===== src/simplified_aes_block_cipher_assert.svh =====
// Assertion macros shared by the cipher block.
// Every macro samples on the rising edge of clk and is held off during rst.
`ifndef SIMPLIFIED_AES_BLOCK_CIPHER_ASSERT_SVH
`define SIMPLIFIED_AES_BLOCK_CIPHER_ASSERT_SVH

// Implication that must hold in the same cycle.
`define SAES_ASSERT_NOW(lbl, ante, cons, msg) \
  lbl: assert property (@(posedge clk) disable iff (rst) (ante) |-> (cons)) \
    else $error(msg);

// Implication whose consequence must hold in the following cycle.
`define SAES_ASSERT_NEXT(lbl, ante, cons, msg) \
  lbl: assert property (@(posedge clk) disable iff (rst) (ante) |=> (cons)) \
    else $error(msg);

`endif


===== src/saes_pkg.sv =====
`timescale 1ns / 1ps

package saes_pkg;

  localparam int BlockWidth = 16;
  localparam int NibWidth   = 4;

  localparam logic OpEncrypt = 1'b0;
  localparam logic OpDecrypt = 1'b1;

  localparam logic [7:0] Rcon1  = 8'h80;
  localparam logic [7:0] Rcon2  = 8'h30;
  localparam logic [4:0] GfPoly = 5'h13;

  localparam logic [3:0] FwdBox [16] = '{
    4'h9, 4'h4, 4'hA, 4'hB, 4'hD, 4'h1, 4'h8, 4'h5,
    4'h6, 4'h2, 4'h0, 4'h3, 4'hC, 4'hE, 4'hF, 4'h7
  };

  localparam logic [3:0] InvBox [16] = '{
    4'hA, 4'h5, 4'h9, 4'hB, 4'h1, 4'h7, 4'h8, 4'hF,
    4'h6, 4'h0, 4'h2, 4'h3, 4'hC, 4'h4, 4'hD, 4'hE
  };

  typedef struct packed {
    logic [BlockWidth-1:0] k0;
    logic [BlockWidth-1:0] k1;
    logic [BlockWidth-1:0] k2;
  } round_keys_t;

  typedef struct packed {
    logic                  op;
    logic [BlockWidth-1:0] blk;
  } stage_t;

  localparam int StageWidth = $bits(stage_t);

  // Product of two nibbles in GF(2^4) modulo x^4 + x + 1.
  function automatic logic [3:0] gf_mul(input logic [3:0] a, input logic [3:0] b);
    logic [3:0] acc;
    logic [3:0] x;
    acc = 4'h0;
    x   = a;
    for (int k = 0; k < NibWidth; k++) begin
      if (b[k]) begin
        acc = acc ^ x;
      end
      x = {x[2:0], 1'b0} ^ (x[3] ? GfPoly[3:0] : 4'h0);
    end
    return acc;
  endfunction

  function automatic logic [15:0] sub_word(input logic [15:0] s);
    return {FwdBox[s[15:12]], FwdBox[s[11:8]], FwdBox[s[7:4]], FwdBox[s[3:0]]};
  endfunction

  function automatic logic [15:0] inv_sub_word(input logic [15:0] s);
    return {InvBox[s[15:12]], InvBox[s[11:8]], InvBox[s[7:4]], InvBox[s[3:0]]};
  endfunction

  // Swaps the second nibble of each column in the bottom row.
  function automatic logic [15:0] shift_row(input logic [15:0] s);
    return {s[15:12], s[3:0], s[7:4], s[11:8]};
  endfunction

  // Column-wise multiply by the matrix [[p, q], [q, p]].
  function automatic logic [15:0] mix_word(input logic [15:0] s, input logic [3:0] p,
                                           input logic [3:0] q);
    return {gf_mul(p, s[15:12]) ^ gf_mul(q, s[11:8]),
            gf_mul(q, s[15:12]) ^ gf_mul(p, s[11:8]),
            gf_mul(p, s[7:4])   ^ gf_mul(q, s[3:0]),
            gf_mul(q, s[7:4])   ^ gf_mul(p, s[3:0])};
  endfunction

  // SubNib applied after RotNib on one key byte.
  function automatic logic [7:0] sub_rot_byte(input logic [7:0] b);
    return {FwdBox[b[3:0]], FwdBox[b[7:4]]};
  endfunction

endpackage


===== src/saes_key_sched.sv =====
`timescale 1ns / 1ps

module saes_key_sched (
  input  logic                    clk,
  input  logic                    rst,
  input  logic                    cfg_we,
  input  logic [15:0]             cfg_wdata,
  output saes_pkg::round_keys_t   rkeys
);
  import saes_pkg::*;

  logic [BlockWidth-1:0] cipher_key;
  logic [7:0]            w0, w1, w2, w3, w4, w5;

  always_ff @(posedge clk) begin
    if (rst) begin
      cipher_key <= '0;
    end else if (cfg_we) begin
      cipher_key <= cfg_wdata;
    end
  end

  // The key must only be written while the block is idle, which the block
  // does not enforce; the schedule is derived straight from the key register.
  always_comb begin
    w0 = cipher_key[15:8];
    w1 = cipher_key[7:0];
    w2 = w0 ^ Rcon1 ^ sub_rot_byte(w1);
    w3 = w2 ^ w1;
    w4 = w2 ^ Rcon2 ^ sub_rot_byte(w3);
    w5 = w4 ^ w3;
    rkeys.k0 = {w0, w1};
    rkeys.k1 = {w2, w3};
    rkeys.k2 = {w4, w5};
  end

endmodule


===== src/saes_stage.sv =====
`timescale 1ns / 1ps

module saes_stage #(
  parameter int WIDTH = saes_pkg::StageWidth
) (
  input  logic             clk,
  input  logic             rst,
  input  logic             up_valid,
  input  logic [WIDTH-1:0] up_data,
  output logic             up_ready,
  output logic             down_valid,
  output logic [WIDTH-1:0] down_data,
  input  logic             down_ready
);

  logic             valid;
  logic [WIDTH-1:0] data;

  // The stage loads whenever it is empty or its content leaves this cycle.
  assign up_ready   = !valid || down_ready;
  assign down_valid = valid;
  assign down_data  = data;

  always_ff @(posedge clk) begin
    if (rst) begin
      valid <= 1'b0;
    end else if (up_ready) begin
      valid <= up_valid;
    end
  end

  always_ff @(posedge clk) begin
    if (up_ready && up_valid) begin
      data <= up_data;
    end
  end

endmodule


===== src/simplified_aes_block_cipher.sv =====
`timescale 1ns / 1ps

// Simplified AES on 16-bit blocks with a 16-bit key. Each transaction on the
// input channel carries one block and an operation (op 0 encrypts, op 1
// decrypts) and yields exactly one result block, in order. The datapath is a
// three-stage pipeline: a new transaction may be accepted on every clock
// cycle while the output is not stalled. A transaction accepted into the
// stage 1 register moves on through the stage 2 and stage 3 registers, the
// last of which is the output register, and is taken from there when the
// output is not stalled. A stall on the output
// backs up stage by stage; empty stages still accept, so nothing is lost or
// repeated. The key is written through cfg_we/cfg_wdata and resets to zero;
// it must only be written while no transaction is in flight.
// Stage 1 does the first key addition and the first nibble substitution and
// row swap, stage 2 the column mixing and middle key addition, stage 3 the
// final substitution, row swap and key addition, all mirrored for decryption.
module simplified_aes_block_cipher (
  input  logic        clk,
  input  logic        rst,
  input  logic        cfg_we,
  input  logic [15:0] cfg_wdata,
  input  logic        in_valid,
  output logic        in_stall,
  input  logic        op,
  input  logic [15:0] data_block,
  output logic        out_valid,
  input  logic        out_stall,
  output logic [15:0] result_block
);
  import saes_pkg::*;

  round_keys_t rkeys;
  stage_t      s0_in, s1_in, s1_q, s2_in, s2_q, s3_in, s3_q;
  logic        s1_valid, s2_valid;
  logic        s1_ready, s2_ready, s3_ready;

  saes_key_sched u_key_sched (
    .clk       (clk),
    .rst       (rst),
    .cfg_we    (cfg_we),
    .cfg_wdata (cfg_wdata),
    .rkeys     (rkeys)
  );

  assign s0_in.op  = op;
  assign s0_in.blk = data_block;

  // Stage 1: encrypt adds K0, substitutes and swaps rows; decrypt adds K2,
  // swaps rows, inverse-substitutes and adds K1.
  always_comb begin
    s1_in.op = s0_in.op;
    if (s0_in.op == OpDecrypt) begin
      s1_in.blk = inv_sub_word(shift_row(s0_in.blk ^ rkeys.k2)) ^ rkeys.k1;
    end else begin
      s1_in.blk = shift_row(sub_word(s0_in.blk ^ rkeys.k0));
    end
  end

  saes_stage #(.WIDTH(StageWidth)) u_stage1 (
    .clk        (clk),
    .rst        (rst),
    .up_valid   (in_valid),
    .up_data    (s1_in),
    .up_ready   (s1_ready),
    .down_valid (s1_valid),
    .down_data  (s1_q),
    .down_ready (s2_ready)
  );

  // Stage 2: encrypt mixes columns with [[1,4],[4,1]] and adds K1; decrypt
  // mixes columns with the inverse matrix [[9,2],[2,9]].
  always_comb begin
    s2_in.op = s1_q.op;
    if (s1_q.op == OpDecrypt) begin
      s2_in.blk = mix_word(s1_q.blk, 4'h9, 4'h2);
    end else begin
      s2_in.blk = mix_word(s1_q.blk, 4'h1, 4'h4) ^ rkeys.k1;
    end
  end

  saes_stage #(.WIDTH(StageWidth)) u_stage2 (
    .clk        (clk),
    .rst        (rst),
    .up_valid   (s1_valid),
    .up_data    (s2_in),
    .up_ready   (s2_ready),
    .down_valid (s2_valid),
    .down_data  (s2_q),
    .down_ready (s3_ready)
  );

  // Stage 3: encrypt substitutes, swaps rows and adds K2; decrypt swaps rows,
  // inverse-substitutes and adds K0.
  always_comb begin
    s3_in.op = s2_q.op;
    if (s2_q.op == OpDecrypt) begin
      s3_in.blk = inv_sub_word(shift_row(s2_q.blk)) ^ rkeys.k0;
    end else begin
      s3_in.blk = shift_row(sub_word(s2_q.blk)) ^ rkeys.k2;
    end
  end

  saes_stage #(.WIDTH(StageWidth)) u_stage3 (
    .clk        (clk),
    .rst        (rst),
    .up_valid   (s2_valid),
    .up_data    (s3_in),
    .up_ready   (s3_ready),
    .down_valid (out_valid),
    .down_data  (s3_q),
    .down_ready (!out_stall)
  );

  assign in_stall     = !s1_ready;
  assign result_block = s3_q.blk;

`include "simplified_aes_block_cipher_assert.svh"

  // An unstalled output lets every stage advance, so the input must be open.
  `SAES_ASSERT_NOW(a_flow_open, !out_stall, !in_stall, "input stalled with output open")
  // A transaction leaving stage 1 into an open stage 2 must show up there.
  `SAES_ASSERT_NEXT(a_s1_to_s2, s1_valid && s2_ready, s2_valid, "stage 2 lost a transaction")
  // A transaction leaving stage 2 into an open stage 3 must reach the output.
  `SAES_ASSERT_NEXT(a_s2_to_out, s2_valid && s3_ready, out_valid, "output lost a transaction")

endmodule


===== config.mk =====
export PLATFORM = sky130hd
export DESIGN_NAME = simplified_aes_block_cipher
export DESIGN_NICKNAME = d
export VERILOG_FILES = /design/src/saes_pkg.sv /design/src/saes_key_sched.sv /design/src/saes_stage.sv /design/src/simplified_aes_block_cipher.sv
export VERILOG_INCLUDE_DIRS = /design/src /design/src/src
export SDC_FILE = /design/constraint.sdc
export NUM_CORES = 1
export LEC_CHECK = 0
export BUFFER_PORTS_ARGS = -buffer_cell sky130_fd_sc_hd__buf_2
export CAP_MARGIN = 15
export CORE_MARGIN = 3
export CORE_UTILIZATION = 30
export DETAILED_ROUTE_END_ITERATION = 7
export PLACE_DENSITY_LB_ADDON = 0.08
export SETUP_SLACK_MARGIN = 0.1
export SYNTH_ARGS = -nofsm -noshare
export SYNTH_HDL_FRONTEND = slang
export SYNTH_SLANG_ARGS = --single-unit

===== constraint.sdc =====
create_clock -name clk -period 4.1 [get_ports clk]
set_input_delay 0.205 -clock clk [delete_from_list [all_inputs] [get_ports clk]]
set_output_delay 0.205 -clock clk [all_outputs]
set_load 0.03 [all_outputs]

==> impl_metrics.ini, run 1 <==
[drt]
drt_first_iter_violations = 199
drc_errors = 0
antenna_left = 0
first_pass_iters = 4
avgRoutedWirePerCell_um = 16.83
drt_wl_total_um = 20240
via_count = 5577
avgViaCountPerCell = 4.640

[grt]
grt_pass1_vias = 5433
overflow = 0
grt_usage_pct = 15.29
grt_pass1_wl_um = 31330
grt_max_degree = 32
antenna_found_initial = 0

[floorplan]
dieHeight_um = 164.7
io_pins = 56
initial_core_util_pct = 30.80
fp.dieW_um = 164.7
dieArea_mm2 = 0.02713
core_area_mm2 = 0.02453
rows = 57

[timing]
finalClockSkew_ns = 0.008472
rsz0062_at_grt = true
fin_crit_sh_pct = 93.00
tightest_slew_ns = 0.7939
hold_viol = 0
setup_tns_ns = 0
finalMaxSlewViolations = 0
fmax_ghz = 0.2623
period_needed_ns = 3.813
relSlewSlack_pct = 46.89
setup_viol = 0

[worst_setup_path]
required_ns = 4.14
critPathMaxFanout = 5
critPathArrivalTime_ns = 3.86
worstSetupPathType = flip-flop to flip-flop
startpoint_type = flip-flop
setup.worst_path.end_class = flip-flop

[pwr]
max-vdd-ir-drop_v = 0.0002101
p_per_area_mw_per_mm2 = 607.5
leakage_nw = 3.698

[clock_network]
root_buffer = clkbuf_16
htreeDepth = 3
tritoncts = yes
clk_pin_slew_worst_paths_ns = 0.06
clock_latency_ns = 0.35
clock_path_buffers = 2
cts_made_buffers = 9
cts_sinks = 69

[final_layout]
nets = 1005
fin_area_mm2 = 0.008816
layout-drive-gt1-share_pct = 19.93
areaGrowthSynthToFinish_pct = 16.66
antennaDiodeCount = 0

[logic_synthesis]
synth_largest_area_cell = edfxtp_1
async_reset_ff_share_pct = 0
synth_edf_count = 50
postSynthCellCount = 795
ys_types = 69
synth_area_per_cell_um2 = 9.506
yosysWarnings = 0
netlist_top_cells_area = edfxtp_1, ha_1, xnor2_1, xor2_1, mux2i_1
seq_area_frac_synth_pct = 24.90
syn_area_mm2 = 0.007557
synth_top_flop_cell = edfxtp_1
synth-seq-cells = 69
synth_top_cell_area_share_pct = 19.87
syn-num-nets = 927

[place]
place_hpwl_um = 16610
portBuffers = 55
place_congestion = 0.8731
placed_area_mm2 = 0.008433

[outcome]
status = complete, no violations

[hold_path]
holdCritPathClass = input port to flip-flop

[job]
max-cap-violations = 0
[cells by family after synthesis]
family                   Yosys count  synth area share [%]
AO/OA/AOI/OAI                    149                 13.06
XOR/XNOR                         167                 21.72
adder cells (fa/ha/maj)           94                 15.56
buffers and inverters             91                 5.116
flip-flops                        69                 24.90
multiplexers                      54                 8.742
AND/OR/NAND/NOR                  171                 10.89
[through the flow]
stage	hold slack (ns)	instances	total power, mW	utilization, %	setup WS [ns]
floorplan	0.3039	795	3.712	-	0.08932
global placement	0.4247	1181	4.530	34.37	0.1390
detailed placement	0.4477	1181	4.551	34.37	0.09467
CTS	0.08522	1197	5.373	35.59	0.1016
global route	0.09595	1202	5.804	35.93	0.09840
finish	0.09606	1202	5.356	35.93	0.2869
[layout make-up]
cell class,count,area (um2)
repair buffers,106,661.9
inverters,52,200.2
flip-flops and latches,69,1886
clock buffers,10,229.0
multi-input cells,635,5371
clock inverters,6,62.56
fillers,2513,15720
well taps,324,405.4
[per-layer routing]
layer / up-vias / routed length (um) / track usage [%]
met3: 13 / 987 / 2.583
met1: 2608 / 9752 / 21.49
met4: 0 / 317 / 3.660
li1: 2875 / - / -
met5: - / 0 / 0
met2: 81 / 9178 / 24.49
[worst max-delay path: stages (launching register included)]
cell	delay, ns
dfxtp_2	0.37
inv_1	0.08
ha_1	0.29
inv_1	0.04
mux4_2	0.53
xnor2_4	0.19
ha_1	0.34
inv_1	0.05
o21ai_1	0.20
o32ai_4	0.20
xnor2_2	0.19
buf_4	0.17
ha_1	0.27
a311oi_1	0.32
xnor2_1	0.16
a21oi_1	0.10
[state kept, by name (all words and copies together), names as in the netlist]
name,flops
u_stage2.down_data,17
u_stage1.down_valid,1
u_stage2.down_valid,1
u_stage3.down_data,16
u_stage3.down_valid,1
u_key_sched.cipher_key,16
u_stage1.down_data,17
[cell usage in the layout (no fill, tap or decap), types with 3 or more instances in the layout]
cell,n
a211oi_1,9
buf_2,55
inv_2,4
edfxtp_1,50
nor3_1,28
dfxtp_2,3
o22ai_1,4
o21ai_0,52
nor2_1,54
mux2i_1,42
xor2_1,52
a311oi_1,3
mux4_2,8
a31oi_1,5
buf_4,50
nand2b_1,4
xor2_2,4
ha_1,91
or3_1,3
o221ai_1,3
nand3b_1,8
nand2_1,45
o211ai_1,5
xnor3_1,3
xnor2_4,4
inv_1,47
nor2b_1,11
xnor2_2,7
xnor2_1,95
clkbuf_16,9
and2_1,5
nand3_1,6
dfxtp_1,16
a21oi_1,39
o21ai_1,5
[Yosys cell counts (2+ instances only)]
library cell	n
xor2_1	52
a21oi_1	39
o31ai_4	2
nand3_1	6
a22oi_1	2
o21ai_1	4
xnor2_2	5
o211ai_1	5
clkbuf_1	28
nor2b_1	11
a22o_1	2
nand3b_1	8
a31oi_1	5
o221ai_1	3
buf_2	5
xnor2_1	99
and2_1	5
nand2b_1	4
a211oi_1	9
ha_1	94
inv_1	50
edfxtp_1	50
buf_4	2
xnor3_1	3
o21a_1	2
nor2_1	54
nor3_1	28
xnor2_4	2
nand2_1	45
buf_6	4
xor2_2	4
mux2i_1	42
o21ai_0	53
mux4_2	8
or3_1	3
dfxtp_1	19
a311oi_1	3
o22ai_1	4
[power breakdown]
part / switching (mW) / total, mW / internal [mW]
sequential: 0.213 / 1.21 / 1.00
combinational: 1.81 / 3.35 / 1.54
clock: 0.319 / 0.789 / 0.470
total: 2.34 / 5.36 / 3.02
[path summary, 6_finish.rpt]
kind	from	end	slack, ns	cells after the start
worst max-delay path	u_key_sched.cipher_key[5]	u_stage1.down_data[5]	0.29	15
worst min-delay path	in_valid	u_stage1.down_valid	0.1	3
worst max register to register	u_key_sched.cipher_key[5]	u_stage1.down_data[5]	0.29	15
worst min register to register	u_stage1.down_valid	u_stage2.down_valid	0.48	2
[timing repair]
item                                    CTS  global route
pin swaps                                 1             1
setup buffers                             0             5
hold buffers                              0             0
endpoints found under the setup margin    2            12
gates resized for setup                   1            12
Note: power is estimated with default switching activity, not from simulation.
==> inputs of run 2 (changes only) <==
--- a/config.mk
+++ b/config.mk
@@ -12,7 +12,7 @@
 export CORE_UTILIZATION = 30
 export DETAILED_ROUTE_END_ITERATION = 7
 export PLACE_DENSITY_LB_ADDON = 0.08
-export SETUP_SLACK_MARGIN = 0.1
+export SETUP_SLACK_MARGIN = 0.3
 export SYNTH_ARGS = -nofsm -noshare
 export SYNTH_HDL_FRONTEND = slang
 export SYNTH_SLANG_ARGS = --single-unit
==> impl_metrics.ini, run 2 (same netlist as run 1, synthesis figures left out) <==
[grt]
overflow = 0
grt_max_degree = 33
use_met2_pct = 26.61
use_met1_pct = 22.96
globalRouteMet3Util_pct = 2.257
busiest_layer = met2
grt_usage_pct = 16.27
grt_pass1_wl_um = 33690
antenna_found_initial = 0
grt_pass1_vias = 5760

[drt]
drt_first_iter_violations = 370
drt_wl_total_um = 21710
first_pass_iters = 4
drc_errors = 0
avgRoutedWirePerCell_um = 17.69
avgViaCountPerCell = 4.778
via_count = 5863
antenna_left = 0

[job]
max-cap-violations = 0

[worst_setup_path]
worstSetupPathType = flip-flop to flip-flop
slowest_delay_ns = 0.46
critPathArrivalTime_ns = 3.88
required_ns = 4.14
crit_top_cell = ha_4
r2r-start = u_key_sched.cipher_key[0]
worst_r2r_path_depth = 17
critPathMaxFanout = 5
r2r_slack_ns = 0.25
worstPathCellList = clkinvlp_4 -> ha_4 -> inv_2 -> mux4_2 -> xnor3_2 -> clkinv_4 -> ha_4 -> mux2_4 -> a22o_4 -> xnor2_4 -> inv_4 -> buf_4 -> ha_1 -> mux2i_1 -> a22oi_2 -> xnor2_1 -> a21oi_1
startpoint_type = flip-flop
setup.worst_path.end_class = flip-flop
reg2reg_to = u_stage1.down_data[10]
critPathSlowestCell = mux4_2

[clock_network]
cts_sinks = 69
tritoncts = yes
clock_path_buffers = 2
clk_pin_slew_worst_paths_ns = 0.06
cts_made_buffers = 9
root_buffer = clkbuf_16
htreeDepth = 3
clock_latency_ns = 0.34

[final_layout]
antennaDiodeCount = 0
final_core_util_pct = 37.70
nets = 1030
final_cell_mix = xnor2_1, ha_1, buf_4
final_common_cell = xnor2_1
layout-drive-gt1-share_pct = 24.81
areaGrowthSynthToFinish_pct = 22.38

[outcome]
status = complete, no violations

[timing]
fin_crit_sh_pct = 93.84
hold_viol = 0
setup_viol = 0
setup_tns_ns = 0
tightest_slew_ns = 0.9414
relSlewSlack_pct = 37.24
rsz0062_at_grt = true
finalMaxSlewViolations = 0
finalClockSkew_ns = 0.01140
fmax_ghz = 0.2599
period_needed_ns = 3.848

[hold_path]
hold_end = u_key_sched.cipher_key[0]
holdCritPathClass = input port to flip-flop
whs_path_depth = 3
hp-start = cfg_wdata[0]

[pwr]
p_per_area_mw_per_mm2 = 616.0
leakage_nw = 3.859
max-vdd-ir-drop_v = 0.0002122

[floorplan]
dieArea_mm2 = 0.02713
core_area_mm2 = 0.02453
fp.dieW_um = 164.7
rows = 57
initial_core_util_pct = 30.80
io_pins = 56
dieHeight_um = 164.7

[place]
portBuffers = 55
place_congestion = 0.8781
place_hpwl_um = 17110
[run 2: worst max-delay path: cells and delay by family, from the launching register on]
kind                       cells  cell delay, ns
xor gates and xnor gates       3            0.65
DFF                            1            0.38
adders and majority gates      3            0.60
buffers and inverters          5            0.46
AOI/OAI and AO/OA              3            0.52
muxes                          3            0.91
[run 2: area by class of cell]
type / count / area [um2]
timing repair buffer: 131 / 882.1
tap: 324 / 405.4
clock inverter: 7 / 42.54
fill: 2511 / 15280
inverter: 52 / 209.0
multi-input combinational: 635 / 5594
clock buffer: 9 / 225.2
sequential: 69 / 1891
[run 2: metal layers]
layer	part of all wire, %	vias up	routed length (um)
li1	-	2931	-
met1	50	2837	10800
met2	46	80	10060
met3	2.8	15	602
met4	1.1	0	239
met5	0	-	0
[run 2: metrics by stage]
stage | total power, mW | setup WS (ns) | hold slack [ns] | cells | instance area (um2)
6_report | 5.697 | 0.2524 | 0.1060 | 1227 | 9249
3_5_place_dp | 4.603 | -0.1898 | 0.4515 | 1182 | 8498
4_1_cts | 5.494 | 0.2397 | 0.09001 | 1212 | 8969
5_1_grt | 6.162 | 0.1008 | 0.1099 | 1227 | 9249
2_1_floorplan | 3.727 | 0.2455 | 0.3039 | 795 | 7649
3_3_place_gp | 4.574 | -0.2093 | 0.4279 | 1182 | 8498
[run 2: worst max path at each step]
stage	start	end	slack (ns)	cells past startpoint
global placement	u_key_sched.cipher_key[0]	u_stage1.down_data[0]	-0.21	16
detailed placement	u_key_sched.cipher_key[0]	u_stage1.down_data[0]	-0.19	16
finish	u_key_sched.cipher_key[0]	u_stage1.down_data[10]	0.25	17
global route	u_key_sched.cipher_key[0]	u_stage1.down_data[8]	0.10	16
CTS	u_key_sched.cipher_key[0]	u_stage1.down_data[8]	0.24	16
floorplan	u_key_sched.cipher_key[1]	u_stage1.down_data[0]	0.25	17
[run 2: what timing repair did]
action,in CTS,in global routing
pin swaps,10,18
resized for setup,17,26
setup endpoints to repair,16,15
setup buffers,14,15
hold buffers,0,0
[run 2: power breakdown]
| part | internal (mW) | total [mW] | switching (mW) |
|---|---|---|---|
| clock | 0.405 | 0.711 | 0.306 |
| combinational | 1.79 | 3.77 | 1.97 |
| sequential | 1.00 | 1.22 | 0.219 |
| total | 3.20 | 5.70 | 2.50 |
